### config.mk
export PLATFORM = sky130hd
export DESIGN_NAME = bmp24_to_rgb565_alpha_decoder_top_flat
export DESIGN_NICKNAME = d
export VERILOG_FILES = /design/src/rtl/bmpdec_pkg.sv /design/src/rtl/bmpdec_if.sv /design/src/rtl/bmpdec_in_reg.sv /design/src/rtl/bmpdec_hdr.sv /design/src/rtl/bmpdec_parser.sv /design/src/rtl/bmpdec_out_reg.sv /design/src/rtl/bmp24_to_rgb565_alpha_decoder_top.sv /design/src/flat_wrapper.sv
export SDC_FILE = /design/constraint.sdc
export NUM_CORES = 1
export LEC_CHECK = 0
export BUFFER_PORTS_ARGS = -buffer_cell sky130_fd_sc_hd__buf_2
export CAP_MARGIN = 15
export CORE_MARGIN = 5
export CORE_UTILIZATION = 40
export DETAILED_ROUTE_END_ITERATION = 8
export SETUP_SLACK_MARGIN = 0.5
export SLEW_MARGIN = 20
export SYNTH_ARGS = -nofsm -noshare
export SYNTH_HDL_FRONTEND = slang
export SYNTH_HIERARCHICAL = 1
export SYNTH_SLANG_ARGS = --single-unit
export TNS_END_PERCENT = 10
### constraint.sdc
create_clock -name clk -period 16.2 [get_ports clk]
set_clock_uncertainty 0.05 [all_clocks]
set_input_delay 2.43 -clock clk [delete_from_list [all_inputs] [get_ports clk]]
set_output_delay 2.43 -clock clk [all_outputs]
set_load 0.01 [all_outputs]
### src/rtl/bmpdec_pkg.sv
package bmpdec_pkg;

	// Largest image side accepted by default
	localparam int MAX_DIM_DEF = 1024;

	// Header layout: byte offsets of the captured fields
	localparam int HDR_OFS_MAGIC  = 0;
	localparam int HDR_OFS_DATA   = 10;
	localparam int HDR_OFS_WIDTH  = 18;
	localparam int HDR_OFS_HEIGHT = 22;
	localparam int HDR_OFS_BPP    = 28;
	localparam int HDR_OFS_COMP   = 30;
	localparam logic [5:0]  HDR_LAST_POS = 6'd53;
	localparam logic [31:0] HDR_SIZE     = 32'd54;

	// Values the header must carry
	localparam logic [15:0] BMP_MAGIC = 16'h4D42;
	localparam logic [15:0] BMP_BPP   = 16'd24;
	localparam logic [31:0] BMP_COMP_NONE = 32'd0;

	// Chroma key register reset values and alpha codes
	localparam logic [7:0] KEY_MIN_RB_RST = 8'd248;
	localparam logic [7:0] KEY_MAX_G_RST  = 8'd8;
	localparam logic [7:0] ALPHA_OPAQUE   = 8'hFF;
	localparam logic [7:0] ALPHA_CLEAR    = 8'h00;

	// Configuration register indexes
	typedef enum logic [0:0] {
		CFG_KEY_MIN_RB = 1'b0,
		CFG_KEY_MAX_G  = 1'b1
	} cfg_idx_t;

	typedef enum logic [2:0] {
		PH_HEADER = 3'd0,
		PH_SKIP   = 3'd1,
		PH_PIXEL  = 3'd2,
		PH_PAD    = 3'd3,
		PH_DONE   = 3'd4,
		PH_ERROR  = 3'd5
	} phase_t;

	typedef enum logic [1:0] {
		KIND_PIXEL  = 2'd0,
		KIND_HEADER = 2'd1,
		KIND_ERROR  = 2'd2
	} kind_t;

	typedef enum logic [2:0] {
		ERR_NONE   = 3'd0,
		ERR_MAGIC  = 3'd1,
		ERR_FORMAT = 3'd2,
		ERR_DIMS   = 3'd3,
		ERR_OFFSET = 3'd4,
		ERR_TRUNC  = 3'd5
	} err_t;

	// One input request as held in the input register
	typedef struct packed {
		logic [7:0] file_byte;
		logic       start_of_file;
		logic       end_of_file;
	} item_t;

	// Header byte capture strobe from the parser
	typedef struct packed {
		logic       en;
		logic [5:0] pos;
		logic [7:0] data;
	} cap_t;

	// Header check outcome
	typedef struct packed {
		err_t err;
		logic bottom_up;
	} hdr_chk_t;

	// One result request
	typedef struct packed {
		kind_t       kind;
		err_t        err;
		logic [15:0] rgb565;
		logic [7:0]  alpha;
		logic [9:0]  pixel_x;
		logic [9:0]  pixel_y;
		logic [10:0] image_width;
		logic [10:0] image_height;
		logic        last_pixel;
	} res_t;

endpackage

### src/rtl/bmpdec_if.sv
// Byte stream channel
interface bmpdec_in_if;
	logic       valid;
	logic       ready;
	logic [7:0] file_byte;
	logic       start_of_file;
	logic       end_of_file;

	modport source(output valid, file_byte, start_of_file, end_of_file, input ready);
	modport sink(input valid, file_byte, start_of_file, end_of_file, output ready);
endinterface

// Result channel
interface bmpdec_out_if;
	import bmpdec_pkg::*;

	logic        valid;
	logic        ready;
	kind_t       result_kind;
	err_t        error_code;
	logic [15:0] rgb565;
	logic [7:0]  alpha;
	logic [9:0]  pixel_x;
	logic [9:0]  pixel_y;
	logic [10:0] image_width;
	logic [10:0] image_height;
	logic        last_pixel;

	modport source(output valid, result_kind, error_code, rgb565, alpha, pixel_x, pixel_y,
		image_width, image_height, last_pixel, input ready);
	modport sink(input valid, result_kind, error_code, rgb565, alpha, pixel_x, pixel_y,
		image_width, image_height, last_pixel, output ready);
endinterface

### src/rtl/bmpdec_in_reg.sv
module bmpdec_in_reg (
	input  logic               clk,
	input  logic               arst_n,
	bmpdec_in_if.sink          byte_ch,
	input  logic               out_free,
	output logic               valid_s1,
	output bmpdec_pkg::item_t  item_s1
);
	import bmpdec_pkg::*;

	logic load;

	// The register empties whenever the result side can take the held byte
	assign byte_ch.ready = !valid_s1 || out_free;
	assign load = byte_ch.valid && byte_ch.ready;

	always_ff @(posedge clk or negedge arst_n) begin
		if (!arst_n) begin
			valid_s1 <= 1'b0;
		end else if (byte_ch.ready) begin
			valid_s1 <= byte_ch.valid;
		end
	end

	// Payload is captured only on an accepted request
	always_ff @(posedge clk) begin
		if (load) begin
			item_s1.file_byte     <= byte_ch.file_byte;
			item_s1.start_of_file <= byte_ch.start_of_file;
			item_s1.end_of_file   <= byte_ch.end_of_file;
		end
	end

endmodule

### src/rtl/bmpdec_hdr.sv
module bmpdec_hdr #(
	parameter int MAX_DIM = bmpdec_pkg::MAX_DIM_DEF
) (
	input  logic                              clk,
	input  bmpdec_pkg::cap_t                  cap,
	output bmpdec_pkg::hdr_chk_t              chk,
	output logic [$clog2(MAX_DIM + 1) - 1:0]  hdr_width,
	output logic [$clog2(MAX_DIM + 1) - 1:0]  hdr_height,
	output logic [31:0]                       data_offset
);
	import bmpdec_pkg::*;

	localparam int DW = $clog2(MAX_DIM + 1);

	logic [15:0] magic_q;
	logic [31:0] offset_q;
	logic [31:0] width_raw_q;
	logic [31:0] height_raw_q;
	logic [15:0] bpp_q;
	logic [31:0] comp_q;

	logic [5:0]  rel_magic, rel_data, rel_width, rel_height, rel_bpp, rel_comp;
	logic [31:0] abs_height;

	assign rel_magic  = cap.pos - 6'(HDR_OFS_MAGIC);
	assign rel_data   = cap.pos - 6'(HDR_OFS_DATA);
	assign rel_width  = cap.pos - 6'(HDR_OFS_WIDTH);
	assign rel_height = cap.pos - 6'(HDR_OFS_HEIGHT);
	assign rel_bpp    = cap.pos - 6'(HDR_OFS_BPP);
	assign rel_comp   = cap.pos - 6'(HDR_OFS_COMP);

	// Little-endian capture of the header fields; every field byte is written
	// before the check byte, so no clearing is needed on a new file.
	always_ff @(posedge clk) begin
		if (cap.en) begin
			if (cap.pos < 6'(HDR_OFS_MAGIC + 2)) begin
				magic_q[{rel_magic[0], 3'b000} +: 8] <= cap.data;
			end
			if (cap.pos >= 6'(HDR_OFS_DATA) && cap.pos < 6'(HDR_OFS_DATA + 4)) begin
				offset_q[{rel_data[1:0], 3'b000} +: 8] <= cap.data;
			end
			if (cap.pos >= 6'(HDR_OFS_WIDTH) && cap.pos < 6'(HDR_OFS_WIDTH + 4)) begin
				width_raw_q[{rel_width[1:0], 3'b000} +: 8] <= cap.data;
			end
			if (cap.pos >= 6'(HDR_OFS_HEIGHT) && cap.pos < 6'(HDR_OFS_HEIGHT + 4)) begin
				height_raw_q[{rel_height[1:0], 3'b000} +: 8] <= cap.data;
			end
			if (cap.pos >= 6'(HDR_OFS_BPP) && cap.pos < 6'(HDR_OFS_BPP + 2)) begin
				bpp_q[{rel_bpp[0], 3'b000} +: 8] <= cap.data;
			end
			if (cap.pos >= 6'(HDR_OFS_COMP) && cap.pos < 6'(HDR_OFS_COMP + 4)) begin
				comp_q[{rel_comp[1:0], 3'b000} +: 8] <= cap.data;
			end
		end
	end

	// A negative height marks a top-down image
	assign abs_height = height_raw_q[31] ? (~height_raw_q + 32'd1) : height_raw_q;

	// Checks in priority order; the first failure wins
	always_comb begin
		chk.bottom_up = !height_raw_q[31];
		if (magic_q != BMP_MAGIC) begin
			chk.err = ERR_MAGIC;
		end else if (bpp_q != BMP_BPP || comp_q != BMP_COMP_NONE) begin
			chk.err = ERR_FORMAT;
		end else if (width_raw_q == 32'd0 || width_raw_q > 32'(MAX_DIM)) begin
			chk.err = ERR_DIMS;
		end else if (abs_height == 32'd0 || abs_height > 32'(MAX_DIM)) begin
			chk.err = ERR_DIMS;
		end else if (offset_q < HDR_SIZE) begin
			chk.err = ERR_OFFSET;
		end else begin
			chk.err = ERR_NONE;
		end
	end

	assign hdr_width   = DW'(width_raw_q);
	assign hdr_height  = DW'(abs_height);
	assign data_offset = offset_q;

endmodule

### src/rtl/bmpdec_parser.sv
module bmpdec_parser #(
	parameter int MAX_DIM = bmpdec_pkg::MAX_DIM_DEF
) (
	input  logic                              clk,
	input  logic                              arst_n,
	input  logic                              take,
	input  bmpdec_pkg::item_t                 item_s1,
	input  logic [7:0]                        key_min_red_blue,
	input  logic [7:0]                        key_max_green,
	input  bmpdec_pkg::hdr_chk_t              chk,
	input  logic [$clog2(MAX_DIM + 1) - 1:0]  hdr_width,
	input  logic [$clog2(MAX_DIM + 1) - 1:0]  hdr_height,
	input  logic [31:0]                       data_offset,
	output bmpdec_pkg::cap_t                  cap,
	output logic                              res_valid,
	output bmpdec_pkg::res_t                  res
);
	import bmpdec_pkg::*;

	localparam int DW = $clog2(MAX_DIM + 1);

	phase_t          phase_q, phase_eff, phase_nx, phase_d;
	logic [31:0]     pos_q, pos_eff, pos_d;
	logic [1:0]      bip_q, bip_eff, bip_d;
	logic [1:0]      pad_q, pad_d;
	logic [DW-1:0]   col_q, col_eff, col_d, col_inc;
	logic [DW-1:0]   row_q, row_eff, row_d, row_inc;
	logic [DW-1:0]   width_q, height_q, py;
	logic            bottom_up_q;
	logic [7:0]      blue_q, green_q;
	logic            hdr_done, pixel_done, trunc;
	logic            key_hit;

	// A start mark restarts the parser at file byte zero
	always_comb begin
		if (item_s1.start_of_file) begin
			phase_eff = PH_HEADER;
			pos_eff   = 32'd0;
			bip_eff   = 2'd0;
			col_eff   = '0;
			row_eff   = '0;
		end else begin
			phase_eff = phase_q;
			pos_eff   = pos_q;
			bip_eff   = bip_q;
			col_eff   = col_q;
			row_eff   = row_q;
		end
	end

	assign col_inc    = col_eff + 1'b1;
	assign row_inc    = row_eff + 1'b1;
	assign pos_d      = pos_eff + 32'd1;
	assign hdr_done   = (phase_eff == PH_HEADER) && (pos_eff[5:0] == HDR_LAST_POS);
	assign pixel_done = (phase_eff == PH_PIXEL) && (bip_eff != 2'd0) && (bip_eff != 2'd1);

	// Header bytes go to the capture registers
	assign cap.en   = take && (phase_eff == PH_HEADER);
	assign cap.pos  = pos_eff[5:0];
	assign cap.data = item_s1.file_byte;

	// Next state
	always_comb begin
		phase_nx = phase_eff;
		bip_d    = bip_eff;
		pad_d    = pad_q;
		col_d    = col_eff;
		row_d    = row_eff;
		case (phase_eff)
			PH_HEADER: begin
				if (hdr_done) begin
					if (chk.err != ERR_NONE) begin
						phase_nx = PH_ERROR;
					end else if (data_offset > HDR_SIZE) begin
						phase_nx = PH_SKIP;
					end else begin
						phase_nx = PH_PIXEL;
					end
				end
			end
			PH_SKIP: begin
				if (pos_d >= data_offset) begin
					phase_nx = PH_PIXEL;
				end
			end
			PH_PIXEL: begin
				case (bip_eff)
					2'd0: bip_d = 2'd1;
					2'd1: bip_d = 2'd2;
					default: begin
						bip_d = 2'd0;
						col_d = col_inc;
						if (col_inc >= width_q) begin
							pad_d = width_q[1:0];
							if (width_q[1:0] != 2'd0) begin
								phase_nx = PH_PAD;
							end else begin
								col_d    = '0;
								row_d    = row_inc;
								phase_nx = (row_inc >= height_q) ? PH_DONE : PH_PIXEL;
							end
						end
					end
				endcase
			end
			PH_PAD: begin
				pad_d = pad_q - 2'd1;
				if (pad_d == 2'd0) begin
					col_d    = '0;
					row_d    = row_inc;
					phase_nx = (row_inc >= height_q) ? PH_DONE : PH_PIXEL;
				end
			end
			default: begin
				phase_nx = phase_eff;
			end
		endcase
	end

	// An end mark before the image is complete turns into a truncation error
	assign trunc   = item_s1.end_of_file && (phase_nx != PH_DONE) && (phase_nx != PH_ERROR);
	assign phase_d = trunc ? PH_ERROR : phase_nx;

	always_ff @(posedge clk or negedge arst_n) begin
		if (!arst_n) begin
			phase_q <= PH_HEADER;
			pos_q   <= 32'd0;
			bip_q   <= 2'd0;
			pad_q   <= 2'd0;
			col_q   <= '0;
			row_q   <= '0;
		end else if (take) begin
			phase_q <= phase_d;
			pos_q   <= pos_d;
			bip_q   <= bip_d;
			pad_q   <= pad_d;
			col_q   <= col_d;
			row_q   <= row_d;
		end
	end

	// Image geometry is latched when the header passes, colour bytes as they arrive
	always_ff @(posedge clk) begin
		if (take && hdr_done && chk.err == ERR_NONE) begin
			width_q     <= hdr_width;
			height_q    <= hdr_height;
			bottom_up_q <= chk.bottom_up;
		end
		if (take && phase_eff == PH_PIXEL && bip_eff == 2'd0) begin
			blue_q <= item_s1.file_byte;
		end
		if (take && phase_eff == PH_PIXEL && bip_eff == 2'd1) begin
			green_q <= item_s1.file_byte;
		end
	end

	// Pixel conversion helpers
	assign key_hit = (item_s1.file_byte >= key_min_red_blue) && (green_q <= key_max_green)
		&& (blue_q >= key_min_red_blue);
	assign py = bottom_up_q ? (height_q - 1'b1 - row_eff) : row_eff;

	// Result
	always_comb begin
		res       = '0;
		res.kind  = KIND_PIXEL;
		res.err   = ERR_NONE;
		res_valid = 1'b0;
		if (trunc) begin
			res_valid = 1'b1;
			res.kind  = KIND_ERROR;
			res.err   = ERR_TRUNC;
		end else if (hdr_done) begin
			res_valid = 1'b1;
			if (chk.err != ERR_NONE) begin
				res.kind = KIND_ERROR;
				res.err  = chk.err;
			end else begin
				res.kind         = KIND_HEADER;
				res.image_width  = 11'(hdr_width);
				res.image_height = 11'(hdr_height);
			end
		end else if (pixel_done) begin
			res_valid        = 1'b1;
			res.kind         = KIND_PIXEL;
			res.rgb565       = {item_s1.file_byte[7:3], green_q[7:2], blue_q[7:3]};
			res.alpha        = key_hit ? ALPHA_CLEAR : ALPHA_OPAQUE;
			res.pixel_x      = 10'(col_eff);
			res.pixel_y      = 10'(py);
			res.image_width  = 11'(width_q);
			res.image_height = 11'(height_q);
			res.last_pixel   = (row_inc == height_q) && (col_inc == width_q);
		end
	end

endmodule

### src/rtl/bmpdec_out_reg.sv
module bmpdec_out_reg (
	input  logic              clk,
	input  logic              arst_n,
	input  logic              take,
	input  logic              res_valid,
	input  bmpdec_pkg::res_t  res,
	output logic              out_free,
	bmpdec_out_if.source      result_ch
);
	import bmpdec_pkg::*;

	logic valid_s2;
	res_t res_s2;

	// The register may be refilled when empty or being drained this cycle
	assign out_free = !valid_s2 || result_ch.ready;

	always_ff @(posedge clk or negedge arst_n) begin
		if (!arst_n) begin
			valid_s2 <= 1'b0;
		end else if (out_free) begin
			valid_s2 <= take && res_valid;
		end
	end

	always_ff @(posedge clk) begin
		if (take && res_valid) begin
			res_s2 <= res;
		end
	end

	assign result_ch.valid        = valid_s2;
	assign result_ch.result_kind  = res_s2.kind;
	assign result_ch.error_code   = res_s2.err;
	assign result_ch.rgb565       = res_s2.rgb565;
	assign result_ch.alpha        = res_s2.alpha;
	assign result_ch.pixel_x      = res_s2.pixel_x;
	assign result_ch.pixel_y      = res_s2.pixel_y;
	assign result_ch.image_width  = res_s2.image_width;
	assign result_ch.image_height = res_s2.image_height;
	assign result_ch.last_pixel   = res_s2.last_pixel;

endmodule

### src/rtl/bmp24_to_rgb565_alpha_decoder_top.sv
// Pipeline: the input register, then the result register after the parsing and
// conversion logic.
// Throughput: one file byte per cycle, as the parser updates on every byte it takes; the
// input stalls only while a waiting result is not taken.
// Reset: arst_n clears the parser to the start of a file and the chroma key
// registers to 248 (red and blue minimum) and 8 (green maximum).
module bmp24_to_rgb565_alpha_decoder_top #(
	parameter int MAX_DIM = bmpdec_pkg::MAX_DIM_DEF
) (
	input  logic          clk,
	input  logic          arst_n,
	input  logic          cfg_write_en,
	input  logic [0:0]    cfg_index,
	input  logic [7:0]    cfg_data,
	bmpdec_in_if.sink     byte_ch,
	bmpdec_out_if.source  result_ch
);
	import bmpdec_pkg::*;

	localparam int DW = $clog2(MAX_DIM + 1);

	logic [7:0]    key_min_red_blue_q;
	logic [7:0]    key_max_green_q;
	logic          out_free, valid_s1, take, res_valid;
	item_t         item_s1;
	cap_t          cap;
	hdr_chk_t      chk;
	logic [DW-1:0] hdr_width, hdr_height;
	logic [31:0]   data_offset;
	res_t          res;

	// Chroma key configuration registers
	always_ff @(posedge clk or negedge arst_n) begin
		if (!arst_n) begin
			key_min_red_blue_q <= KEY_MIN_RB_RST;
			key_max_green_q    <= KEY_MAX_G_RST;
		end else if (cfg_write_en) begin
			case (cfg_index)
				CFG_KEY_MIN_RB: key_min_red_blue_q <= cfg_data;
				CFG_KEY_MAX_G:  key_max_green_q    <= cfg_data;
				default: begin
					key_min_red_blue_q <= key_min_red_blue_q;
				end
			endcase
		end
	end

	// The held byte is processed once the result register has room
	assign take = valid_s1 && out_free;

	bmpdec_in_reg u_in_reg (
		.clk      (clk),
		.arst_n   (arst_n),
		.byte_ch  (byte_ch),
		.out_free (out_free),
		.valid_s1 (valid_s1),
		.item_s1  (item_s1)
	);

	bmpdec_hdr #(
		.MAX_DIM (MAX_DIM)
	) u_hdr (
		.clk         (clk),
		.cap         (cap),
		.chk         (chk),
		.hdr_width   (hdr_width),
		.hdr_height  (hdr_height),
		.data_offset (data_offset)
	);

	bmpdec_parser #(
		.MAX_DIM (MAX_DIM)
	) u_parser (
		.clk              (clk),
		.arst_n           (arst_n),
		.take             (take),
		.item_s1          (item_s1),
		.key_min_red_blue (key_min_red_blue_q),
		.key_max_green    (key_max_green_q),
		.chk              (chk),
		.hdr_width        (hdr_width),
		.hdr_height       (hdr_height),
		.data_offset      (data_offset),
		.cap              (cap),
		.res_valid        (res_valid),
		.res              (res)
	);

	bmpdec_out_reg u_out_reg (
		.clk       (clk),
		.arst_n    (arst_n),
		.take      (take),
		.res_valid (res_valid),
		.res       (res),
		.out_free  (out_free),
		.result_ch (result_ch)
	);

endmodule

### src/flat_wrapper.sv
// flat-port wrapper written by rule: the top's interface ports become plain ports
module bmp24_to_rgb565_alpha_decoder_top_flat import bmpdec_pkg::*;
#(
	parameter int MAX_DIM = bmpdec_pkg::MAX_DIM_DEF
)
  (clk, arst_n, cfg_write_en, cfg_index, cfg_data, byte_ch_valid, byte_ch_file_byte, byte_ch_start_of_file, byte_ch_end_of_file, byte_ch_ready, result_ch_valid, result_ch_result_kind, result_ch_error_code, result_ch_rgb565, result_ch_alpha, result_ch_pixel_x, result_ch_pixel_y, result_ch_image_width, result_ch_image_height, result_ch_last_pixel, result_ch_ready);
  bmpdec_in_if byte_ch_i ();
  bmpdec_out_if result_ch_i ();
  input  logic clk;
  input  logic arst_n;
  input  logic cfg_write_en;
  input  logic [0:0] cfg_index;
  input  logic [7:0] cfg_data;
  input wire logic [$bits(byte_ch_i.valid)-1:0] byte_ch_valid;
  input wire logic [$bits(byte_ch_i.file_byte)-1:0] byte_ch_file_byte;
  input wire logic [$bits(byte_ch_i.start_of_file)-1:0] byte_ch_start_of_file;
  input wire logic [$bits(byte_ch_i.end_of_file)-1:0] byte_ch_end_of_file;
  output wire logic [$bits(byte_ch_i.ready)-1:0] byte_ch_ready;
  output wire logic [$bits(result_ch_i.valid)-1:0] result_ch_valid;
  output wire logic [$bits(result_ch_i.result_kind)-1:0] result_ch_result_kind;
  output wire logic [$bits(result_ch_i.error_code)-1:0] result_ch_error_code;
  output wire logic [$bits(result_ch_i.rgb565)-1:0] result_ch_rgb565;
  output wire logic [$bits(result_ch_i.alpha)-1:0] result_ch_alpha;
  output wire logic [$bits(result_ch_i.pixel_x)-1:0] result_ch_pixel_x;
  output wire logic [$bits(result_ch_i.pixel_y)-1:0] result_ch_pixel_y;
  output wire logic [$bits(result_ch_i.image_width)-1:0] result_ch_image_width;
  output wire logic [$bits(result_ch_i.image_height)-1:0] result_ch_image_height;
  output wire logic [$bits(result_ch_i.last_pixel)-1:0] result_ch_last_pixel;
  input wire logic [$bits(result_ch_i.ready)-1:0] result_ch_ready;
  assign byte_ch_i.valid = byte_ch_valid;
  assign byte_ch_i.file_byte = byte_ch_file_byte;
  assign byte_ch_i.start_of_file = byte_ch_start_of_file;
  assign byte_ch_i.end_of_file = byte_ch_end_of_file;
  assign byte_ch_ready = byte_ch_i.ready;
  assign result_ch_valid = result_ch_i.valid;
  assign result_ch_result_kind = result_ch_i.result_kind;
  assign result_ch_error_code = result_ch_i.error_code;
  assign result_ch_rgb565 = result_ch_i.rgb565;
  assign result_ch_alpha = result_ch_i.alpha;
  assign result_ch_pixel_x = result_ch_i.pixel_x;
  assign result_ch_pixel_y = result_ch_i.pixel_y;
  assign result_ch_image_width = result_ch_i.image_width;
  assign result_ch_image_height = result_ch_i.image_height;
  assign result_ch_last_pixel = result_ch_i.last_pixel;
  assign result_ch_i.ready = result_ch_ready;
  bmp24_to_rgb565_alpha_decoder_top #(.MAX_DIM(MAX_DIM)) u_core (.clk(clk), .arst_n(arst_n), .cfg_write_en(cfg_write_en), .cfg_index(cfg_index), .cfg_data(cfg_data), .byte_ch(byte_ch_i), .result_ch(result_ch_i));
endmodule
# --- Yosys cells after proc, flatten, opt, wreduce, memory -nomap -nowiden ---
# Cells that the tools add are included.
# Widths: inputs -> output; s select.
op_classes:
  magnitude_cmp: 21
  n_reduce_logical: 54
  n_mul: 0
  eq_ne: 14
  n_addsub: 18
  div_mod_pow: 0
  n_mux: 55
  n_shift: 12
  bitwise_logic: 5
ops:
  columns: ["cell", "n"]
  rows:
  - ["$bwmux 32", 4]
  - ["$shift 8x7->32 const A", 4]
  - ["$shiftx 8x7->32", 4]
  - ["$mux 11", 10]
  - ["$add 32x1->32 const B", 2]
  - ["$gt 32x11->1 const B", 2]
  - ["$logic_not 32->1", 2]
  - ["$mux 32", 2]
  - ["$mux 3", 17]
  - ["$mux 22", 2]
  - ["$pmux 11 s2", 2]
  - ["$bwmux 16", 2]
  - ["$ge 32x32->1", 1]
  - ["$gt 32x6->1 const B", 1]
  - ["$lt 32x6->1 const B", 1]
  - ["$not 32->32", 1]
  - ["$reduce_bool 32->1", 1]
  - ["$shift 8x6->16 const A", 2]
  - ["$shiftx 8x6->16", 2]
  - ["$neg 5->7", 4]
  - ["$ge 6x5->1 const B", 4]
  - ["$mux 23", 1]
  - ["$add 11x1->11 const B", 2]
  - ["$eq 11x11->1", 2]
  - ["41 further kinds", 104]
totals:
  word_cells: 214
  mem_bits_rw: 0
  romBits: 0
  register_bits: 360
  input_bits: 24
  latchBits: 0
  out_inout_bits: 74
  mem_count: 0

# --- Longest topological paths before layout ---
# Gate-level depths: netlist (run 1).
depth:
  depth_word: 18
  mapped_depth: 22
  depth_no_buf: 19

# --- Modules after synthesis ---
# The synthesis (run 1) kept the hierarchy.
modules_own_cells:
  columns: ["mod", "area_per_inst_um2", "cells_each", "instances"]
  rows:
  - ["bmpdec_parser", 8461.9, 981, 1]
  - ["bmpdec_hdr", 6731.5, 497, 1]
  - ["bmpdec_out_reg", 2214.6, 77, 1]
  - ["bmp24_to_rgb565_alpha_decoder_top", 628.1, 36, 1]
  - ["bmpdec_in_reg", 354.1, 14, 1]

# --- Least setup slack after synthesis (run 1) ---
# OpenSTA, ideal clock, no wires.
synth_timing:
  kind: "flip-flop to flip-flop"
  start: "reg, netlist name u_core/u_in_reg/item_s1[1]"
  end: "reg u_core.u_out_reg.res_s2 (netlist bit u_core/u_out_reg/result_ch.alpha[0]) (enable)"
  t_arrival_ns: 5.758
  n_path_buf: 5
  setup_slack_ns: 9.966
  period_less_slack_ns: 6.234
  setup_time_ns: 0.426
  path_stages_with_launch: 23
  cell_sequence: "edfxtp_1 -> buf_2 -> buf_2 -> clkbuf_1 -> clkbuf_1 -> nor2b_1 -> ha_1 -> nand4_2 -> nor2_2 -> nand3_1 -> or3_1 -> a21oi_1 -> ha_1 -> a21oi_1 -> o21ai_0 -> a21oi_1 -> a211oi_2 -> o31ai_2 -> o21a_1 -> buf_6 -> or3_1 -> nand2_1 -> inv_1"
synth_via:
  elab_chain_len: 13
  word_cells_on_any_way: 40
synth_rtl:
  columns: ["element", "line", "text"]
  rows:
  - ["branches (longest 11 deep; another with $add 32x1->32)", null, null]
  - ["$mux 1 (*)", "bmpdec_parser.sv:168", "if (trunc) begin"]
  - ["net u_core.res_valid", "bmp24_to_rgb565_alpha_decoder_top.sv:24", "logic out_free, valid_s1, take, res_valid;"]
  - ["$logic_and 1x1->1 (*)", "bmpdec_out_reg.sv:27", "if (take && res_valid) begin"]
  - ["to (signal assigned)", "bmpdec_out_reg.sv:28", "res_s2 <= res;"]
  - ["to (decl)", "bmpdec_out_reg.sv:13", "res_t res_s2;"]
# Mark *: on every way through the listed nets, which the timed path passes.
# A chain may end at the register's enable or synchronous reset.

# --- Worst setup path after layout (run 1) ---
layout_timing:
  start: "reg, netlist name u_core/u_in_reg/item_s1[1]"
  end: "reg u_core.u_out_reg.res_s2 (netlist bit u_core/u_out_reg/result_ch.rgb565[6]) (enable)"
layout_via:
  elab_chain_len: 13
  word_cells_on_any_way: 40
layout_rtl:
  columns: ["element", "line"]
  rows:
  - ["branches (longest 11 deep; another with $add 32x1->32)", null]
  - ["$mux 1 (*)", "bmpdec_parser.sv:168"]
  - ["net u_core.res_valid", "bmp24_to_rgb565_alpha_decoder_top.sv:24"]
  - ["$logic_and 1x1->1 (*)", "bmpdec_out_reg.sv:27"]
# Marks and branches as above.

==> results.sh, run 1 <==
export IMPL_cp_startpoint="u_core/u_in_reg/item_s1[1]"
export IMPL_drtAntennaViolNets=0
export IMPL_p_leak_nw=8.08
export IMPL_drc=0
export IMPL_cts_sinks=360
export IMPL_postSynth_asyncResetShare_pct=21.9
export IMPL_diodes=0
export IMPL_synth_edf_count=281
export IMPL_yosys_warnings=6
export IMPL_synth_area_top_cells="edfxtp_1 46%, dfrtp_1 9.9%, ha_1 6.6%"
export IMPL_vias=12800
export IMPL_required_ns=16.33
export IMPL_dr_first_iter_drc_count=1236
export IMPL_maxSlewViolCount=0
export IMPL_slowest_delay_ns=0.70
export IMPL_synth_seq_cells=360
export IMPL_ys_seq_area_share_pct=56.7
export IMPL_wl_per_cell_um=20.2
export IMPL_synthFlopType="edfxtp_1"
export IMPL_grt_start_max_net_pins=73
export IMPL_finalWorstSetupSlack_ns=10.19
export IMPL_synthTopCellsByCount="281 x edfxtp_1, 157 x nor2_1, 124 x inv_1, 112 x nand2_1, 97 x ha_1"
export IMPL_setup_worst_path_end_class="register"
export IMPL_final_setup_tns_ns=0
export IMPL_drive_above_1_share_pct=15.4
export IMPL_cts_tree="done"
export IMPL_port_buffers=97
export IMPL_post_route_period_util_pct=37.1
export IMPL_antenna_found_initial=1
export IMPL_tightest_slew_ns=1.09
export IMPL_hold_violations=0
export IMPL_syn_avg_cell_area_um2=11.5
export IMPL_criticalPathCategory="register to register"
export IMPL_outcome="complete, no violations"
export IMPL_drv_cap=0
export IMPL_syn_to_final_growth_pct=12.2
export IMPL_crit_chain="inv_1 > buf_4 > nand4_2 > nor2_2 > nand3_1 > or3_1 > a21oi_1 > ha_1 > a21oi_1 > o21ai_0 > a21oi_1 > a211oi_2 > o31ai_2 > o21a_1 > or3_1 > nand2_1 > inv_2 > buf_4"
export IMPL_row_count=78
export IMPL_via_per_inst=5.52
export IMPL_grt_pass1_vias=12600
export IMPL_r2r_end="u_core/u_out_reg/result_ch.rgb565[6]"
export IMPL_critPathTopFamily="compound AO/OA/AOI/OAI gates"
export IMPL_syn_num_nets=1727
export IMPL_power_density_mw_per_mm2=108
export IMPL_grt_pass1_wl_mm=73.0
export IMPL_design_die_area_mm2=0.0504
export IMPL_r2r_setup_slack_ns=10.19
export IMPL_post_synth_top_area_fraction_pct=45.9
export IMPL_synth_cell_types=88
export IMPL_cts_root_buf="clkbuf_16"
export IMPL_max_vdd_ir_drop_mv=0.0685
export IMPL_fillers=4169
export IMPL_floorplan_initialDensity_pct=40.4
export IMPL_hpwl_mm=35.0
export IMPL_rsz0062_at_grt="no"
export IMPL_clockBufferDepth=3
export IMPL_syn_area_mm2=0.0184
export IMPL_holdBufCountCts=0
export IMPL_htree_levels=2
export IMPL_synthMostInstantiatedCell="edfxtp_1"
export IMPL_grt_remaining_overflow=0
export IMPL_stdcell_count=2318
export IMPL_die_w_um=224
export IMPL_cp_arrival_ns=6.13
export IMPL_crit_end="u_core/u_out_reg/result_ch.rgb565[6]"
export IMPL_gp_congestion=0.892
export IMPL_layout_nets=1809
export IMPL_dp_slack_ns=10.26
export IMPL_min_path_type="register to register"
export IMPL_crit_top_cell="a21oi_1"
export IMPL_core_mm2=0.0455
export IMPL_post_cts_setup_buffers=0
export IMPL_placedCellCount=2245
export IMPL_numCtsBuffers=40
export IMPL_crit_slowest_cell="buf_4"
export IMPL_critPathMaxFanout=72
export IMPL_synth_top_cell_by_area="edfxtp_1"
export IMPL_clk_transition_reported_paths_ns=0.06
export IMPL_drt_total_wl_mm=46.9
export IMPL_period_minus_slack_ns=6.01
export IMPL_dr_pass1_iters=5
export IMPL_r2r_cells=18
export IMPL_ioPinCount=98
export IMPL_finalSetupViolCount=0
export IMPL_cp_depth=18
export IMPL_clkLatencyLatePin_ns=0.56
export IMPL_max_clock_freq_mhz=166
export IMPL_worst_path_buf_inv=4
export IMPL_ctsResizeCount=0
export IMPL_worst_setup_path_start_kind="register"
export IMPL_grt_usage_pct=18.4
export IMPL_die_y_um=224
export IMPL_rr_startpoint="u_core/u_in_reg/item_s1[1]"
export IMPL_relSlewSlack_pct=26.8
export IMPL_p_total_mw=2.23
export IMPL_synth_cells=1605
==> tightest hold or removal path: cells and delay by family, from the launching register on <==
family	cells	cell delay, ns
DFF	1	0.34
AOI/OAI and AO/OA	1	0.06
and+or+nand+nor	1	0.05
==> cell type report <==
cell class / count / area, um^2 / area share, %
sequential: 360 / 10400 / 50.5
multi-input combinational: 1043 / 7090 / 34.3
clock buffer: 44 / 1040 / 5.03
tap: 600 / 751 / 3.64
timing repair buffer: 117 / 638 / 3.09
inverter: 125 / 469 / 2.27
clock inverter: 29 / 229 / 1.11
==> layout by cell type (no fill, tap or decap), drive strengths merged, types with 34 or more instances in the layout <==
cell type and n:
nand2 114, nor4 47, xnor2 42, clkbuf 44, a21oi 74, nor3 52
buf 117, inv 126, o21ai 40, dfrtp 73, edfxtp 281, mux2 37
and2 41, nand3 34, ha 97, nor2 159
==> metal layers <==
layer	track usage, %	up-vias	part of all wire (%)
met4	4.99	0	2.2
met1	25.0	6324	44
met2	30.9	376	48
li1	-	6033	-
met3	2.74	71	5.3
met5	0	-	0
==> registers in the layout, summed over array words and instances (netlist names), 11 cells and up <==
signal                                   cells
u_core/u_hdr/data_offset                    32
u_core/u_parser/width_q                     11
u_core/u_out_reg/result_ch.image_width      11
u_core/u_parser/col_q                       11
u_core/u_out_reg/result_ch.rgb565           16
u_core/u_parser/row_q                       11
u_core/u_parser/pos_q                       32
u_core/u_hdr/magic_q                        16
u_core/u_parser/height_q                    11
u_core/u_hdr/comp_q                         32
u_core/u_hdr/bpp_q                          16
u_core/u_out_reg/result_ch.image_height     11
u_core/u_hdr/width_raw_q                    32
u_core/u_hdr/height_raw_q                   32
==> worst min path at each step <==
| stage | start | endpoint | slack [ns] | cells past startpoint |
|---|---|---|---|---|
| floorplan | u_core/u_parser/pad_q[1] | u_core/u_parser/pad_q[1] | 0.40 | 2 |
| detailed placement | u_core/u_hdr/width_raw_q[5] | u_core/u_parser/width_q[5] | 0.42 | 0 |
| CTS | u_core/u_hdr/width_raw_q[5] | u_core/u_parser/width_q[5] | 0.43 | 0 |
| global route | u_core/u_hdr/width_raw_q[9] | u_core/u_parser/width_q[9] | 0.44 | 0 |
| global placement | u_core/u_parser/pad_q[1] | u_core/u_parser/pad_q[1] | 0.41 | 2 |
| finish | u_core/u_parser/pad_q[1] | u_core/u_parser/pad_q[1] | 0.43 | 2 |
==> cells by family after synthesis <==
family,share of synthesized area [%]
multiplexers,2.86
XOR/XNOR,2.91
buffers and inverters,4.91
AND/OR/NAND/NOR,16.9
flip-flops,56.7
AO/OA/AOI/OAI,9.07
adder cells (fa/ha/maj),6.71
==> power breakdown <==
| group | switching, mW | internal, mW |
|---|---|---|
| Combinational | 0.174 | 0.0861 |
| Clock | 0.367 | 0.511 |
| Sequential | 0.0362 | 1.05 |
| Total | 0.577 | 1.65 |
==> metrics by stage <==
step	hold WS, ns	instance area, um^2	util (%)
CTS	0.431	20600	45.3
finish	0.430	20600	45.4
global route	0.445	20600	45.4
global placement	0.414	19400	42.6
detailed placement	0.417	19400	42.6
floorplan	0.400	18400	-
Note: power is estimated with default switching activity, not from simulation.
==> run 2, diff against run 1 <==
==> constraint.sdc (replaced) <==
create_clock -name clk -period 5.3 [get_ports clk]
set_clock_uncertainty 0.05 [all_clocks]
set_input_delay 0.795 -clock clk [delete_from_list [all_inputs] [get_ports clk]]
set_output_delay 0.795 -clock clk [all_outputs]
set_load 0.01 [all_outputs]
==> results.sh, run 2 (synthesized netlist as in run 1, its figures left out) <==
export IMPL_row_count=78
export IMPL_holdBufCountCts=0
export IMPL_drive_above_1_share_pct=18.8
export IMPL_via_per_inst=5.49
export IMPL_grt_pass1_wl_mm=73.5
export IMPL_dr_first_iter_drc_count=1069
export IMPL_whs_ns=0.215
export IMPL_antenna_found_initial=0
export IMPL_hold_violations=0
export IMPL_drt_total_wl_mm=48.5
export IMPL_grt_pass1_vias=12700
export IMPL_design_die_area_mm2=0.0504
export IMPL_floorplan_initialDensity_pct=40.4
export IMPL_drv_cap=0
export IMPL_core_mm2=0.0455
export IMPL_critPathMaxFanout=9
export IMPL_r2r_setup_slack_ns=0.46
export IMPL_max_clock_freq_mhz=207
export IMPL_hpwl_mm=34.8
export IMPL_cp_arrival_ns=5.10
export IMPL_cts_root_buf="clkbuf_16"
export IMPL_vias=13000
export IMPL_worst_setup_path_start_kind="register"
export IMPL_setup_worst_path_end_class="register"
export IMPL_post_route_period_util_pct=91.2
export IMPL_power_density_mw_per_mm2=327
export IMPL_finalSetupViolCount=0
export IMPL_rsz0062_at_grt="yes"
export IMPL_clk_transition_reported_paths_ns=0.06
export IMPL_tightest_slew_ns=0.767
export IMPL_max_vdd_ir_drop_mv=0.209
export IMPL_fillers=4137
export IMPL_die_y_um=224
export IMPL_post_route_util_pct=46.9
export IMPL_layout_common_cells="281 x edfxtp_1, 157 x nor2_1, 123 x inv_1"
export IMPL_outcome="complete, no violations"
export IMPL_required_ns=5.57
export IMPL_p_leak_nw=8.44
export IMPL_multiInputGateArea_mm2=0.00726
export IMPL_syn_to_final_growth_pct=16.1
export IMPL_drc=0
export IMPL_dr_pass1_iters=5
export IMPL_clkLatencyLatePin_ns=0.56
export IMPL_relSlewSlack_pct=48.8
export IMPL_r2r_end="u_core/u_out_reg/result_ch.error_code[2]"
export IMPL_maxSlewViolCount=0
export IMPL_grt_start_max_net_pins=73
export IMPL_htree_levels=2
export IMPL_regArea_mm2=0.0104
export IMPL_layout_commonest_cell="edfxtp_1"
export IMPL_rr_startpoint="u_core/u_hdr/height_raw_q[12]"
export IMPL_drtAntennaViolNets=0
export IMPL_numCtsBuffers=40
export IMPL_die_w_um=224
export IMPL_diodes=0
export IMPL_min_path_type="input pin to async pin"
export IMPL_grt_usage_pct=18.6
export IMPL_criticalPathCategory="register to register"
export IMPL_port_buffers=97
export IMPL_ioPinCount=98
export IMPL_layout_nets=1856
export IMPL_cts_tree="done"
export IMPL_clockBufferDepth=3
export IMPL_wl_per_cell_um=20.5
export IMPL_grt_remaining_overflow=0
export IMPL_gp_congestion=0.888
export IMPL_cts_sinks=360
export IMPL_r2r_cells=18
export IMPL_period_minus_slack_ns=4.84
## run 2: through the flow
stage	instance area (um^2)	power, mW	std cells	worst slack [ns]	setup TNS [ns]
finish	21300	6.98	2366	0.465	0
global route	21300	7.28	2366	0.312	0
CTS	21000	7.00	2342	0.468	0
detailed placement	19600	4.18	2265	0.408	0
global placement	19600	4.17	2265	0.494	0
floorplan	18500	3.89	1605	-0.193	-13.89
## run 2: worst max-delay path by stage
| stage | start | end | slack (ns) |
|---|---|---|---|
| after detailed placement | u_core/u_hdr/height_raw_q[0] | u_core/u_out_reg/result_ch.rgb565[11] | 0.41 |
| after floorplan | u_core/u_hdr/height_raw_q[14] | u_core/u_out_reg/result_ch.alpha[0] | -0.19 |
| after global routing | u_core/u_hdr/height_raw_q[12] | u_core/u_out_reg/result_ch.pixel_x[0] | 0.31 |
| after CTS | u_core/u_hdr/height_raw_q[14] | u_core/u_out_reg/result_ch.rgb565[1] | 0.47 |
| after global placement | u_core/u_hdr/height_raw_q[0] | u_core/u_out_reg/result_ch.rgb565[11] | 0.49 |
| final | u_core/u_hdr/height_raw_q[12] | u_core/u_out_reg/result_ch.error_code[2] | 0.46 |
## run 2: routing by layer
layer	GRT usage [%]	wire length (um)	vias up
met2	30.2	22900	441
met3	3.51	2850	80
li1	-	-	6128
met5	0	0	-
met4	6.60	1640	0
met1	25.2	21100	6341
## run 2: area by class of cell
type,instances,share of cell area (%)
clock buffer,54,5.32
multi-input combinational,1043,34.0
timing repair buffer,164,5.16
tap,600,3.52
inverter,125,2.22
sequential,360,48.8
clock inverter,20,0.938
## run 2: what timing repair did
action | in CTS | in global routing
setup endpoints to repair | 73 | 117
gates resized for setup | 5 | 25
buffers inserted | 3 | 18
cloned | 0 | 6
pin swaps | 0 | 10
## run 2: worst max-delay path, cell delays in order (launching register included)
cell and delay, ns:
edfxtp_1 0.43, or4_4 0.60, or3_4 0.42, or3_4 0.35, o31a_4 0.37, nor3_4 0.16, o21ai_2 0.08, nor4_2 0.30
and3_1 0.24, nor3_2 0.06, o22ai_2 0.12, nand3b_1 0.19, o31ai_4 0.10, o21a_1 0.19, or3_1 0.33, nand2_2 0.11
clkinvlp_4 0.14, buf_12 0.17, clkbuf_16 0.17
## run 2: report_power, final
| group | internal (mW) | switching, mW | total (mW) |
|---|---|---|---|
| Combinational | 0.297 | 0.539 | 0.836 |
| Clock | 1.66 | 1.14 | 2.80 |
| Sequential | 3.21 | 0.132 | 3.34 |
==> run 3, diff against run 2 <==
--- a/config.mk
+++ b/config.mk
@@ -11,7 +11,6 @@
 export CORE_UTILIZATION = 40
 export DETAILED_ROUTE_END_ITERATION = 8
 export SETUP_SLACK_MARGIN = 0.5
-export SLEW_MARGIN = 20
 export SYNTH_ARGS = -nofsm -noshare
 export SYNTH_HDL_FRONTEND = slang
 export SYNTH_HIERARCHICAL = 1
==> constraint.sdc (replaced) <==
create_clock -name clk -period 5.3 [get_ports clk]
set_clock_uncertainty 0.05 [all_clocks]
set_input_delay 0.53 -clock clk [delete_from_list [all_inputs] [get_ports clk]]
set_output_delay 0.53 -clock clk [all_outputs]
set_load 0.01 [all_outputs]
==> results.sh, run 3 (synthesized netlist as in run 1, its figures left out) <==
export IMPL_hpwl_mm=34.4
export IMPL_clk_transition_reported_paths_ns=0.06
export IMPL_die_y_um=224
export IMPL_clkLatencyLatePin_ns=0.56
export IMPL_layout_common_cells="281 x edfxtp_1, 156 x nor2_1, 121 x inv_1"
export IMPL_grt_start_max_net_pins=63
export IMPL_fillers=4095
export IMPL_drt_total_wl_mm=48.0
export IMPL_gp_congestion=0.904
export IMPL_grt_pass1_vias=12600
export IMPL_drive_above_1_share_pct=19.3
export IMPL_post_route_period_util_pct=89.6
export IMPL_placedCellCount=2260
export IMPL_required_ns=5.56
export IMPL_wl_per_cell_um=20.3
export IMPL_diodes=0
export IMPL_regArea_mm2=0.0104
export IMPL_grtUsageMet3_pct=2.91
export IMPL_cts_tree="done"
export IMPL_grt_pass1_wl_mm=72.9
export IMPL_syn_to_final_growth_pct=16.7
export IMPL_grt_remaining_overflow=0
export IMPL_row_count=78
export IMPL_max_clock_freq_mhz=211
export IMPL_post_route_util_pct=47.2
export IMPL_design_die_area_mm2=0.0504
export IMPL_finalSetupViolCount=0
export IMPL_grtUsageMet2_pct=30.4
export IMPL_cp_arrival_ns=5.01
export IMPL_layout_nets=1859
export IMPL_die_w_um=224
export IMPL_multiInputGateArea_mm2=0.00730
export IMPL_whs_ns=0.0996
export IMPL_setup_worst_path_end_class="register"
export IMPL_cts_root_buf="clkbuf_16"
export IMPL_min_path_type="input pin to register"
export IMPL_maxSlewViolCount=0
export IMPL_core_mm2=0.0455
export IMPL_dr_first_iter_drc_count=1133
export IMPL_ioPinCount=98
export IMPL_relSlewSlack_pct=20.1
export IMPL_max_vdd_ir_drop_mv=0.197
export IMPL_worst_setup_path_start_kind="register"
export IMPL_drc=0
export IMPL_drv_cap=0
export IMPL_hold_violations=0
export IMPL_busiest_layer="met2"
export IMPL_critPathMaxFanout=18
export IMPL_met1_usage_pct=25.0
export IMPL_outcome="complete, no violations"
export IMPL_final_setup_tns_ns=0
export IMPL_grt_usage_pct=18.5
export IMPL_dr_pass1_iters=6
export IMPL_stdcell_count=2367
export IMPL_vias=13100
export IMPL_rsz0062_at_grt="yes"
export IMPL_cts_sinks=360
export IMPL_criticalPathCategory="register to register"
export IMPL_floorplan_initialDensity_pct=40.4
export IMPL_p_leak_nw=8.47
export IMPL_antenna_found_initial=0
export IMPL_drtAntennaViolNets=0
export IMPL_via_per_inst=5.53
export IMPL_tightest_slew_ns=1.19
export IMPL_layout_commonest_cell="edfxtp_1"
export IMPL_period_minus_slack_ns=4.75
export IMPL_port_buffers=97
export IMPL_htree_levels=2
export IMPL_clockBufferDepth=3
export IMPL_power_density_mw_per_mm2=327
export IMPL_numCtsBuffers=40
## run 3: area by class of cell
type / count / area share, %
Sequential cell: 360 / 48.6
Timing Repair Buffer: 167 / 5.50
Clock buffer: 46 / 4.91
Multi-Input combinational cell: 1043 / 34.0
Inverter: 125 / 2.20
Clock inverter: 26 / 1.33
Tap cell: 600 / 3.50
## run 3: per-layer routing
metal / vias up / share of wire, %
met4: 0 / 3.3
met5: - / 0
met2: 435 / 47
li1: 6123 / -
met1: 6442 / 44
met3: 97 / 5.7
## run 3: timing repair
action	4_1_cts	5_1_grt
cloned	1	5
endpoints found under the setup margin	123	152
hold endpoints to repair	11	0
gates resized for setup	14	24
pin swaps	9	10
hold buffers	1	0
setup buffers	15	11
## run 3: where the power goes
part	leakage, nW	switching [mW]	internal (mW)	total (mW)
combinational	4.15	0.540	0.302	0.842
clock	0.654	1.15	1.68	2.83
sequential	3.66	0.127	3.21	3.34
total	8.47	1.82	5.20	7.01
## run 3: metrics by stage
step	setup WS (ns)	area [um^2]	total power, mW
after CTS	0.450	21100	7.05
after global placement	0.319	19500	4.17
after detailed placement	0.121	19500	4.18
final	0.550	21500	7.01
after global routing	0.347	21500	7.29
after floorplan	-0.193	18500	3.89
## run 3: worst paths after layout
check,from,endpoint,slack (ns),cells past startpoint
worst min-delay path,byte_ch_file_byte[4],u_core/u_in_reg/item_s1[6],0.1,1
min in group asynchronous,arst_n,u_core/key_max_green_q[0],0.34,2
worst min register to register,u_core/u_hdr/width_raw_q[8],u_core/u_parser/width_q[8],0.44,0
max in group asynchronous,arst_n,u_core/u_parser/pos_q[7],3.67,3
worst max-delay path,u_core/u_hdr/height_raw_q[12],u_core/u_out_reg/result_ch.image_height[2],0.55,18
worst max register to register,u_core/u_hdr/height_raw_q[12],u_core/u_out_reg/result_ch.image_height[2],0.55,18
## run 3: critical path, stage by stage (launching register included)
cell	delay [ns]
edfxtp_1	0.39
or4_4	0.56
or3_4	0.43
nor3_4	0.21
nor2_1	0.06
o31a_1	0.29
or3_4	0.41
nor4_4	0.30
and3_4	0.24
nor3_4	0.05
o22ai_2	0.13
nand3b_1	0.17
o31ai_4	0.10
o21a_1	0.19
or3_1	0.32
nand2_2	0.10
clkinvlp_4	0.14
buf_12	0.16
clkbuf_16	0.18
